## src/sv/jse_pkg.sv

```systemverilog
// Package with the types, byte constants and helper functions of the JSON string escaper.
package jse_pkg;

	// Bytes that the escaper emits or tests for.
	localparam logic [7:0] QUOTE     = 8'h22;
	localparam logic [7:0] BSLASH    = 8'h5C;
	localparam logic [7:0] LF        = 8'h0A;
	localparam logic [7:0] CR        = 8'h0D;
	localparam logic [7:0] TAB       = 8'h09;
	localparam logic [7:0] CHAR_N    = 8'h6E;
	localparam logic [7:0] CHAR_R    = 8'h72;
	localparam logic [7:0] CHAR_T    = 8'h74;
	localparam logic [7:0] CHAR_U    = 8'h75;
	localparam logic [7:0] CHAR_0    = 8'h30;
	localparam logic [7:0] HEX_ALPHA = 8'h57;
	localparam logic [7:0] CTRL_TOP  = 8'h20;
	localparam logic [7:0] ASCII_TOP = 8'h80;

	// UTF-8 lead and continuation bounds.
	localparam logic [7:0] LEAD2_LO  = 8'hC2;
	localparam logic [7:0] LEAD2_HI  = 8'hDF;
	localparam logic [7:0] LEAD3_LO  = 8'hE0;
	localparam logic [7:0] LEAD3_HI  = 8'hEF;
	localparam logic [7:0] LEAD4_LO  = 8'hF0;
	localparam logic [7:0] LEAD4_HI  = 8'hF4;
	localparam logic [7:0] LEAD_SURR = 8'hED;
	localparam logic [7:0] CONT_LO   = 8'h80;
	localparam logic [7:0] CONT_HI   = 8'hBF;
	localparam logic [7:0] E0_LO     = 8'hA0;
	localparam logic [7:0] ED_HI     = 8'h9F;
	localparam logic [7:0] F0_LO     = 8'h90;
	localparam logic [7:0] F4_HI     = 8'h8F;

	// U+FFFD in UTF-8, first byte in the low position.
	localparam logic [23:0] REPL = 24'hBDBFEF;

	// Output bytes of one fresh byte, first byte in the low position.
	typedef struct packed {
		logic [47:0] seg;
		logic [2:0]  len;
		logic        hold;
	} fresh_t;

	// Total sequence length for a valid lead byte, zero otherwise.
	function automatic logic [2:0] seq_len(input logic [7:0] lead);
		logic [2:0] n;
		n = 3'd0;
		if (lead >= LEAD2_LO && lead <= LEAD2_HI) n = 3'd2;
		if (lead >= LEAD3_LO && lead <= LEAD3_HI) n = 3'd3;
		if (lead >= LEAD4_LO && lead <= LEAD4_HI) n = 3'd4;
		return n;
	endfunction

	// Whether b may follow the held lead at the given position.
	function automatic logic cont_ok(input logic [1:0] pos, input logic [7:0] lead,
			input logic [7:0] b);
		logic [7:0] lo;
		logic [7:0] hi;
		lo = CONT_LO;
		hi = CONT_HI;
		if (pos == 2'd1) begin
			if (lead == LEAD3_LO) lo = E0_LO;
			if (lead == LEAD_SURR) hi = ED_HI;
			if (lead == LEAD4_LO) lo = F0_LO;
			if (lead == LEAD4_HI) hi = F4_HI;
		end
		return (b >= lo) && (b <= hi);
	endfunction

	// Lowercase hex digit.
	function automatic logic [7:0] hex_digit(input logic [3:0] n);
		logic [7:0] d;
		if (n < 4'd10) d = CHAR_0 + {4'h0, n};
		else d = HEX_ALPHA + {4'h0, n};
		return d;
	endfunction

	// A run of k replacement characters, first byte in the low position.
	function automatic logic [71:0] repl_run(input logic [1:0] k);
		logic [71:0] r;
		case (k)
			2'd1:    r = {48'h0, REPL};
			2'd2:    r = {24'h0, REPL, REPL};
			2'd3:    r = {REPL, REPL, REPL};
			default: r = '0;
		endcase
		return r;
	endfunction

	// Byte count of a run of k replacement characters.
	function automatic logic [3:0] repl_len(input logic [1:0] k);
		return {1'b0, k, 1'b0} + {2'b00, k};
	endfunction

	// Handling of a byte that does not continue a held sequence.
	function automatic fresh_t fresh(input logic [7:0] c);
		fresh_t f;
		f.seg  = '0;
		f.len  = 3'd0;
		f.hold = 1'b0;
		case (c)
			QUOTE: begin
				f.seg = {32'h0, QUOTE, BSLASH};
				f.len = 3'd2;
			end
			BSLASH: begin
				f.seg = {32'h0, BSLASH, BSLASH};
				f.len = 3'd2;
			end
			LF: begin
				f.seg = {32'h0, CHAR_N, BSLASH};
				f.len = 3'd2;
			end
			CR: begin
				f.seg = {32'h0, CHAR_R, BSLASH};
				f.len = 3'd2;
			end
			TAB: begin
				f.seg = {32'h0, CHAR_T, BSLASH};
				f.len = 3'd2;
			end
			default: begin
				if (c < CTRL_TOP) begin
					f.seg = {hex_digit(c[3:0]), hex_digit(c[7:4]), CHAR_0, CHAR_0,
						CHAR_U, BSLASH};
					f.len = 3'd6;
				end else if (c < ASCII_TOP) begin
					f.seg = {40'h0, c};
					f.len = 3'd1;
				end else if (seq_len(c) != 3'd0) begin
					f.hold = 1'b1;
				end else begin
					f.seg = {24'h0, REPL};
					f.len = 3'd3;
				end
			end
		endcase
		return f;
	endfunction

endpackage

```

## src/sv/json_string_escape_utf8.sv

```systemverilog
// Top level of the streaming JSON string escaper with UTF-8 validation.

// One string byte is taken per request into an input register; from there the whole
// escaped run for that byte (opening quote, replacement characters, escape or UTF-8
// sequence, closing quote, at most 16 bytes) is formed in one pass and loaded into a
// result buffer, which shifts out one byte per cycle while the output is not stalled.
// An item yields as many result bytes as its run holds (one for a plain ASCII byte, up
// to sixteen), and an item with no result, such as a held UTF-8 lead, leaves the buffer
// empty. The single output byte lane sets the rate; the next item is loaded while the
// last byte of the previous run is taken, so plain text flows at one byte per cycle
// while the output does not stall.
module json_string_escape_utf8 (
	input  logic       clk,
	input  logic       arst_n,
	input  logic       in_valid,
	output logic       in_stall,
	input  logic [7:0] byte_in,
	input  logic       first_of_string,
	input  logic       last_of_string,
	input  logic       empty_string,
	output logic       out_valid,
	input  logic       out_stall,
	output logic [7:0] out_byte,
	output logic       run_end,
	output logic       string_end
);

	// Input register.
	logic        v_s1;
	logic [7:0]  byte_s1;
	logic        first_s1;
	logic        last_s1;
	logic        empty_s1;

	// Result buffer.
	logic [127:0] res_s2;
	logic [4:0]   cnt_s2;
	logic         close_s2;

	// Held UTF-8 sequence.
	logic [7:0]  held_lead_q;
	logic [7:0]  held_cont_q [2];
	logic [1:0]  held_count_q;

	// Working signals of the single pass.
	logic         advance;
	logic [1:0]   hc_eff;
	logic         ok;
	logic [2:0]   need;
	jse_pkg::fresh_t fr;
	logic [71:0]  pre_seg;
	logic [3:0]   pre_len;
	logic [47:0]  main_seg;
	logic [2:0]   main_len;
	logic [1:0]   hc_feed;
	logic         cont_wr;
	logic         cont_idx;
	logic         lead_wr;
	logic [71:0]  post_seg;
	logic [3:0]   post_len;
	logic [4:0]   pos;
	logic [127:0] acc;
	logic [1:0]   hc_next;

	// Load the next run while the buffer is empty or its last byte is taken.
	assign advance  = v_s1 && ((cnt_s2 == 5'd0) || ((cnt_s2 == 5'd1) && !out_stall));
	assign in_stall = v_s1 && !advance;

	// Output side of the result buffer.
	assign out_valid  = (cnt_s2 != 5'd0);
	assign out_byte   = res_s2[7:0];
	assign run_end    = (cnt_s2 == 5'd1);
	assign string_end = (cnt_s2 == 5'd1) && close_s2;

	// Classify the byte against the held sequence.
	always_comb begin
		hc_eff = first_s1 ? 2'd0 : held_count_q;
		ok     = jse_pkg::cont_ok(hc_eff, held_lead_q, byte_s1);
		need   = jse_pkg::seq_len(held_lead_q);
		fr     = jse_pkg::fresh(byte_s1);
		cont_idx = 1'(hc_eff - 2'd1);

		pre_seg  = '0;
		pre_len  = 4'd0;
		main_seg = '0;
		main_len = 3'd0;
		hc_feed  = 2'd0;
		cont_wr  = 1'b0;
		lead_wr  = 1'b0;

		if (hc_eff == 2'd0 || !ok) begin
			// A broken sequence is flushed, then the byte starts afresh.
			if (hc_eff != 2'd0) begin
				pre_seg = jse_pkg::repl_run(hc_eff);
				pre_len = jse_pkg::repl_len(hc_eff);
			end
			main_seg = fr.seg;
			main_len = fr.len;
			if (fr.hold) begin
				hc_feed = 2'd1;
				lead_wr = 1'b1;
			end
		end else if (({1'b0, hc_eff} + 3'd1) >= need) begin
			// The sequence is complete and passes through.
			case (hc_eff)
				2'd1:    main_seg = {32'h0, byte_s1, held_lead_q};
				2'd2:    main_seg = {24'h0, byte_s1, held_cont_q[0], held_lead_q};
				default: main_seg = {16'h0, byte_s1, held_cont_q[1], held_cont_q[0],
					held_lead_q};
			endcase
			main_len = {1'b0, hc_eff} + 3'd1;
		end else begin
			// Another continuation byte is held.
			hc_feed = hc_eff + 2'd1;
			cont_wr = 1'b1;
		end

		// A string that ends flushes what is still held.
		post_seg = '0;
		post_len = 4'd0;
		if (last_s1) begin
			post_seg = jse_pkg::repl_run(hc_feed);
			post_len = jse_pkg::repl_len(hc_feed);
		end
	end

	// Pack the segments of the run, first byte in the low position.
	always_comb begin
		acc = '0;
		pos = 5'd0;
		hc_next = hc_feed;
		if (empty_s1) begin
			acc = {112'h0, jse_pkg::QUOTE, jse_pkg::QUOTE};
			pos = 5'd2;
			hc_next = 2'd0;
		end else begin
			if (first_s1) begin
				acc = {120'h0, jse_pkg::QUOTE};
				pos = 5'd1;
			end
			acc = acc | ({56'h0, pre_seg} << {pos, 3'b000});
			pos = pos + {1'b0, pre_len};
			acc = acc | ({80'h0, main_seg} << {pos, 3'b000});
			pos = pos + {2'b00, main_len};
			if (last_s1) begin
				acc = acc | ({56'h0, post_seg} << {pos, 3'b000});
				pos = pos + {1'b0, post_len};
				acc = acc | ({120'h0, jse_pkg::QUOTE} << {pos, 3'b000});
				pos = pos + 5'd1;
				hc_next = 2'd0;
			end
		end
	end

	// Input register control.
	always_ff @(posedge clk or negedge arst_n) begin
		if (!arst_n) begin
			v_s1 <= 1'b0;
		end else if (!in_stall) begin
			v_s1 <= in_valid;
		end
	end

	// Input register payload.
	always_ff @(posedge clk) begin
		if (in_valid && !in_stall) begin
			byte_s1  <= byte_in;
			first_s1 <= first_of_string;
			last_s1  <= last_of_string;
			empty_s1 <= empty_string;
		end
	end

	// Result buffer count and held sequence state.
	always_ff @(posedge clk or negedge arst_n) begin
		if (!arst_n) begin
			cnt_s2       <= 5'd0;
			held_count_q <= 2'd0;
			held_lead_q  <= 8'h00;
		end else if (advance) begin
			cnt_s2       <= pos;
			held_count_q <= hc_next;
			if (lead_wr && !empty_s1) held_lead_q <= byte_s1;
		end else if (out_valid && !out_stall) begin
			cnt_s2 <= cnt_s2 - 5'd1;
		end
	end

	// Result buffer bytes shift toward the output.
	always_ff @(posedge clk) begin
		if (advance) begin
			res_s2   <= acc;
			close_s2 <= last_s1 || empty_s1;
		end else if (out_valid && !out_stall) begin
			res_s2 <= {8'h00, res_s2[127:8]};
		end
	end

	// Continuation bytes of a sequence in progress.
	always_ff @(posedge clk) begin
		if (advance && cont_wr && !empty_s1) begin
			held_cont_q[cont_idx] <= byte_s1;
		end
	end

`ifndef ASSERT_OFF
	// The result buffer never holds more than one worst-case run.
	a_cnt_bound: assert property (@(posedge clk) disable iff (!arst_n)
		cnt_s2 <= 5'd16)
		else $error("result count exceeds sixteen");

	// A held sequence is always shorter than its lead announces.
	a_held_len: assert property (@(posedge clk) disable iff (!arst_n)
		(held_count_q != 2'd0) |-> (jse_pkg::seq_len(held_lead_q) > {1'b0, held_count_q}))
		else $error("held sequence is not shorter than its lead length");

	// The closing quote ends its run.
	a_close: assert property (@(posedge clk) disable iff (!arst_n)
		(out_valid && string_end) |-> (run_end && out_byte == jse_pkg::QUOTE))
		else $error("closing quote is not the last byte of its run");

	// A loaded item with an empty buffer is never held back.
	a_no_stall: assert property (@(posedge clk) disable iff (!arst_n)
		(v_s1 && cnt_s2 == 5'd0) |-> !in_stall)
		else $error("input stalled while the result buffer is empty");

	// A taken last byte with an item waiting leads to the next run at once.
	a_refill: assert property (@(posedge clk) disable iff (!arst_n)
		(v_s1 && out_valid && run_end && !out_stall) |=> !$past(in_stall))
		else $error("input stalled across a run boundary");
`endif

endmodule
```

## config.mk

```make
export PLATFORM = sky130hd
export DESIGN_NAME = json_string_escape_utf8
export DESIGN_NICKNAME = d
export VERILOG_FILES = /design/src/sv/jse_pkg.sv /design/src/sv/json_string_escape_utf8.sv
export SDC_FILE = /design/constraint.sdc
export NUM_CORES = 1
export LEC_CHECK = 0
export BUFFER_PORTS_ARGS = -buffer_cell sky130_fd_sc_hd__buf_4
export CAP_MARGIN = 0
export CORE_MARGIN = 10
export CORE_UTILIZATION = 35
export DETAILED_ROUTE_END_ITERATION = 8
export GPL_TIMING_DRIVEN = 0
export PLACE_DENSITY = 0.57
export SLEW_MARGIN = 15
export SYNTH_ARGS = -nofsm -noshare
export SYNTH_HDL_FRONTEND = slang
export SYNTH_SLANG_ARGS = --single-unit
```

## constraint.sdc

```tcl
create_clock -name clk -period 12.2 [get_ports clk]
set_input_delay 0 -clock clk [delete_from_list [all_inputs] [get_ports clk]]
set_output_delay 0 -clock clk [all_outputs]
set_load 0.1 [all_outputs]
```

==> insert_results.sql <==
INSERT INTO impl_metrics (metric_group, metric, value, unit) VALUES
('run_status', 'status', 'completed', ''),
('clocking', 'clock_insertion_delay_worst_skew', '0.48', 'ns'),
('worst_setup_path', 'worst_ep_arrival_time', '10.70', 'ns'),
('worst_setup_path', 'cp_max_fo', '10', ''),
('yosys', 'synth-edff-count', '156', ''),
('detailed_routing', 'route.detailed.wl_per_inst', '32.8', 'µm'),
('grt', 'via_count_of_the_first_global_routing_pass', '12907', ''),
('power_and_ir_drop', 'power.static_leakage', '5.36', 'nW'),
('timing', 'timing.slew.headroom', '7.97', '%'),
('timing', 'skew', '0.0168', 'ns'),
('clocking', 'ctsRootBufferMaster', 'sky130_fd_sc_hd__clkbuf_16', ''),
('yosys', 'mappedNetlistArea', '13100', 'µm²'),
('place', 'hpwlAfterDp', '51.7', 'mm'),
('clocking', 'clkSinkCount', '172', ''),
('detailed_routing', 'route.detailed.vias_per_inst', '6.67', ''),
('place', 'number_of_buffers_added_on_ports', '26', ''),
('clocking', 'cts_max_level', '4', ''),
('yosys', 'netlist-cell-type-count', '105', ''),
('detailed_routing', 'finalWirelength', '67.0', 'mm'),
('clocking', 'path_clk_slew', '0.08', 'ns'),
('floorplanning', 'die_height', '214', 'µm'),
('place', 'gp_routability_congestion', '1.06', ''),
('detailed_routing', 'num_vias', '13636', ''),
('clocking', 'cts_inserted_buffers', '17', ''),
('grt', 'grt_start_max_net_pins', '27', ''),
('grt', 'initial_antenna_violation_count', '0', ''),
('clocking', 'clock_tree.buffer_depth', '2', ''),
('worst_setup_path', 'worst_path_most_repeated_cell', 'sky130_fd_sc_hd__ha_1', ''),
('worst_hold_path', 'hp-class', 'in -> reg', ''),
('detailed_routing', 'drt_pre_antenna_iters', '6', ''),
('floorplanning', 'fp.dieArea', '45600', 'µm²'),
('timing', 'minimum_clock_period', '10.48', 'ns'),
('worst_setup_path', 'crit_path_start_kind', 'flop', ''),
('timing', 'worst_slack', '1.72', 'ns'),
('floorplanning', 'start_util', '35.7', '%'),
('cells_and_area', 'drive_gt1_share', '11.3', '%'),
('place', 'post-place-ws', '2.09', 'ns'),
('floorplanning', 'io_pins', '27', ''),
('clocking', 'cts_tree', 'done', ''),
('power_and_ir_drop', 'power-per-cell-area', '228', 'nW/µm²'),
('yosys', 'synthArstFlopShare', '9.30', '%'),
('timing', 'drv_slew', '0', ''),
('yosys', 'synth_area_per_cell', '8.77', 'µm²'),
('timing', 'setup-violations-final', '0', ''),
('timing', 'final-hold-violation-count', '0', ''),
('cells_and_area', 'antenna_cells', '0', ''),
('worst_setup_path', 'critPathMaxStageDelay', '0.79', 'ns'),
('timing', 'max_slew.worst_pin.slew', '1.38', 'ns'),
('yosys', 'synth.yosys.seq_area_share', '38.8', '%'),
('worst_setup_path', 'cpMaxStageDelayCell', 'sky130_fd_sc_hd__xnor2_1', ''),
('worst_setup_path', 'crit_path_end_kind', 'flop', ''),
('floorplanning', 'rows', '70', ''),
('cells_and_area', 'nNetsFinal', '1624', ''),
('yosys', 'synthCells', '1495', ''),
('timing', 'rsz0062_at_grt', 'no', ''),
('yosys', 'yosys_register_bits', '172', ''),
('grt', 'grt_overflow_total', '0', ''),
('timing', 'layout_worst_path_cycle_share', '85.9', '%'),
('grt', 'grt.total_usage', '29.4', '%'),
('timing', 'clock.fmax', '95.5', 'MHz'),
('worst_setup_path', 'timing.critical_path.required', '12.43', 'ns'),
('job', 'drv_cap', '0', ''),
('power_and_ir_drop', 'max_vdd_drop', '0.117', 'mV'),
('floorplanning', 'core_region_area', '36800', 'µm²'),
('cells_and_area', 'area_growth_syn_to_layout', '13.2', '%'),
('grt', 'global_route_wire_length_before_repair', '95.9', 'mm'),
('yosys', 'synth_fp_nets', '1555', ''),
('detailed_routing', 'drtAntennaViolNets', '0', ''),
('detailed_routing', 'drt-initial-drc-count', '2182', ''),
('yosys', 'synth_ff_type', 'sky130_fd_sc_hd__edfxtp_1', ''),
('floorplanning', 'chip_width', '214', 'µm'),
('yosys', 'yosys_warnings', '0', ''),
('cells_and_area', 'post-route-util', '40.4', '%'),
('detailed_routing', 'detail_route.drc_violations', '0', ''),
('worst_setup_path', 'timing_worst_setup_path_type', 'reg -> reg', '');
-- metrics by stage --
| step | hold WS, ns | cell area, µm² | TNS (ns) | power, mW | std cells |
|---|---|---|---|---|---|
| floorplan | -0.296 | 13100 | 0 | 2.08 | 1495 |
| global placement | -0.131 | 13900 | -0.496 | 2.73 | 1989 |
| detailed placement | -0.134 | 14100 | 0 | 2.72 | 1998 |
| CTS | 0.210 | 14800 | 0 | 3.31 | 2045 |
| global route | 0.224 | 14800 | 0 | 3.50 | 2045 |
| finish | 0.234 | 14800 | 0 | 3.38 | 2045 |
-- sequential cells by signal, summed over array words and instances (netlist names) --
register and flops:
byte_s1 8, close_s2 1, cnt_s2 5, empty_s1 1, first_s1 1, held_cont_q 16, held_count_q 2, held_lead_q 8
last_s1 1, res_s2 128, v_s1 1
-- cells in the mapped netlist (23+ instances only) --
cell / n / area share [%]
sky130_fd_sc_hd__nand2_1: 215 / 6.2
sky130_fd_sc_hd__edfxtp_1: 156 / 36
sky130_fd_sc_hd__a21oi_1: 129 / 4.9
sky130_fd_sc_hd__nor2_1: 122 / 3.5
sky130_fd_sc_hd__o21ai_0: 91 / 3.5
sky130_fd_sc_hd__clkbuf_1: 69 / 2.0
sky130_fd_sc_hd__nand3_1: 49 / 1.9
sky130_fd_sc_hd__ha_1: 43 / 4.1
sky130_fd_sc_hd__nor3_1: 43 / 1.6
sky130_fd_sc_hd__a31oi_1: 37 / 1.8
sky130_fd_sc_hd__inv_1: 29 / 0.83
sky130_fd_sc_hd__a22oi_1: 23 / 1.3
-- routing by layer --
layer	global-route usage, %	vias up	part of all wire, %
li1	-	5853	-
met1	39.5	6657	41
met2	43.8	922	43
met3	6.18	204	11
met4	15.3	0	5.8
met5	0	-	0
-- what timing repair did --
action | 4_1_cts | 5_1_grt
hold buffers | 15 | 0
resized for setup | 0 | 0
endpoints found under the hold margin | 34 | 0
setup buffers | 0 | 0
-- where the power goes --
part	internal [mW]	switching [mW]	total [mW]	leakage, nW
logic	0.480	1.26	1.74	3.32
registers	0.951	0.102	1.05	1.75
clock network	0.310	0.276	0.586	0.294
total	1.74	1.64	3.38	5.36
-- path summary, 6_finish.rpt --
check | cells after the start | end | slack [ns] | startpoint
hold reg to reg | 0 | held_cont_q[1][6]$_DFFE_PP_ | 0.49 | byte_s1[6]$_DFFE_PP_
hold / removal | 2 | byte_s1[4]$_DFFE_PP_ | 0.23 | byte_in[4]
setup reg to reg | 34 | res_s2[77]$_DFFE_PP_ | 1.72 | first_s1$_DFFE_PP_
min in group asynchronous | 3 | cnt_s2[1]$_DFFE_PN0P_ | 0.65 | arst_n
setup / recovery | 34 | res_s2[77]$_DFFE_PP_ | 1.72 | first_s1$_DFFE_PP_
max in group asynchronous | 3 | cnt_s2[2]$_DFFE_PN0P_ | 11.12 | arst_n
-- area by class of cell --
| class | instances | area [µm²] |
|---|---|---|
| buffer | 120 | 589 |
| clock buffer | 17 | 425 |
| clock inverter | 15 | 180 |
| fill | 3766 | 21900 |
| inverter | 32 | 120 |
| multi-input combinational | 1171 | 7350 |
| sequential | 172 | 5080 |
| tap | 468 | 586 |
| timing repair buffer | 50 | 513 |
-- layout by cell type (no fill, tap or decap), types with 8 or more instances in the layout --
| master | instances |
|---|---|
| sky130_fd_sc_hd__nand4_1 | 17 |
| sky130_fd_sc_hd__nor2_1 | 122 |
| sky130_fd_sc_hd__xnor2_1 | 8 |
| sky130_fd_sc_hd__clkbuf_16 | 17 |
| sky130_fd_sc_hd__o221ai_1 | 9 |
| sky130_fd_sc_hd__o21ai_0 | 90 |
| sky130_fd_sc_hd__buf_6 | 8 |
| sky130_fd_sc_hd__a22oi_1 | 23 |
| sky130_fd_sc_hd__a211oi_1 | 10 |
| sky130_fd_sc_hd__dlygate4sd3_1 | 15 |
| sky130_fd_sc_hd__nand3_1 | 49 |
| sky130_fd_sc_hd__clkbuf_1 | 69 |
| sky130_fd_sc_hd__a221oi_1 | 15 |
| sky130_fd_sc_hd__a32oi_1 | 9 |
| sky130_fd_sc_hd__buf_4 | 40 |
| sky130_fd_sc_hd__o31ai_1 | 11 |
| sky130_fd_sc_hd__nor3_1 | 43 |
| sky130_fd_sc_hd__edfxtp_1 | 156 |
| sky130_fd_sc_hd__a31oi_1 | 37 |
| sky130_fd_sc_hd__o21ai_1 | 16 |
| sky130_fd_sc_hd__mux2_2 | 10 |
| sky130_fd_sc_hd__a221o_1 | 22 |
| sky130_fd_sc_hd__nor2b_1 | 11 |
| sky130_fd_sc_hd__a21o_1 | 14 |
| sky130_fd_sc_hd__inv_1 | 29 |
| sky130_fd_sc_hd__nand2b_1 | 15 |
| sky130_fd_sc_hd__o22ai_1 | 17 |
| sky130_fd_sc_hd__o211ai_1 | 19 |
| sky130_fd_sc_hd__dfrtp_1 | 16 |
| sky130_fd_sc_hd__and2_1 | 14 |
| sky130_fd_sc_hd__buf_2 | 24 |
| sky130_fd_sc_hd__nand2_1 | 215 |
| sky130_fd_sc_hd__and3_1 | 11 |
| sky130_fd_sc_hd__mux2i_1 | 15 |
| sky130_fd_sc_hd__a22o_1 | 18 |
| sky130_fd_sc_hd__a2111oi_0 | 8 |
| sky130_fd_sc_hd__a21oi_1 | 128 |
| sky130_fd_sc_hd__ha_1 | 43 |
-- worst max-delay path: cells and delay by family (launching register included) --
family | cells | cell delay (ns)
xor+xnor | 2 | 0.98
flops | 1 | 0.57
simple gates | 9 | 2.40
fa+ha+maj | 6 | 1.93
buf+inv | 10 | 2.23
compound gates | 7 | 2.08
-- cells by family (layout without fill, tap and decap cells) --
family | after synthesis | in the layout | synth area share (%)
AO/OA/AOI/OAI | 537 | 537 | 28.7
XOR/XNOR | 13 | 13 | 0.925
adder cells (fa/ha/maj) | 45 | 45 | 4.41
buffers and inverters | 152 | 234 | 5.41
flip-flops | 172 | 172 | 38.8
multiplexers | 25 | 25 | 2.00
AND/OR/NAND/NOR | 551 | 551 | 19.8
No activity file was read; power rests on OpenSTA's default activity.
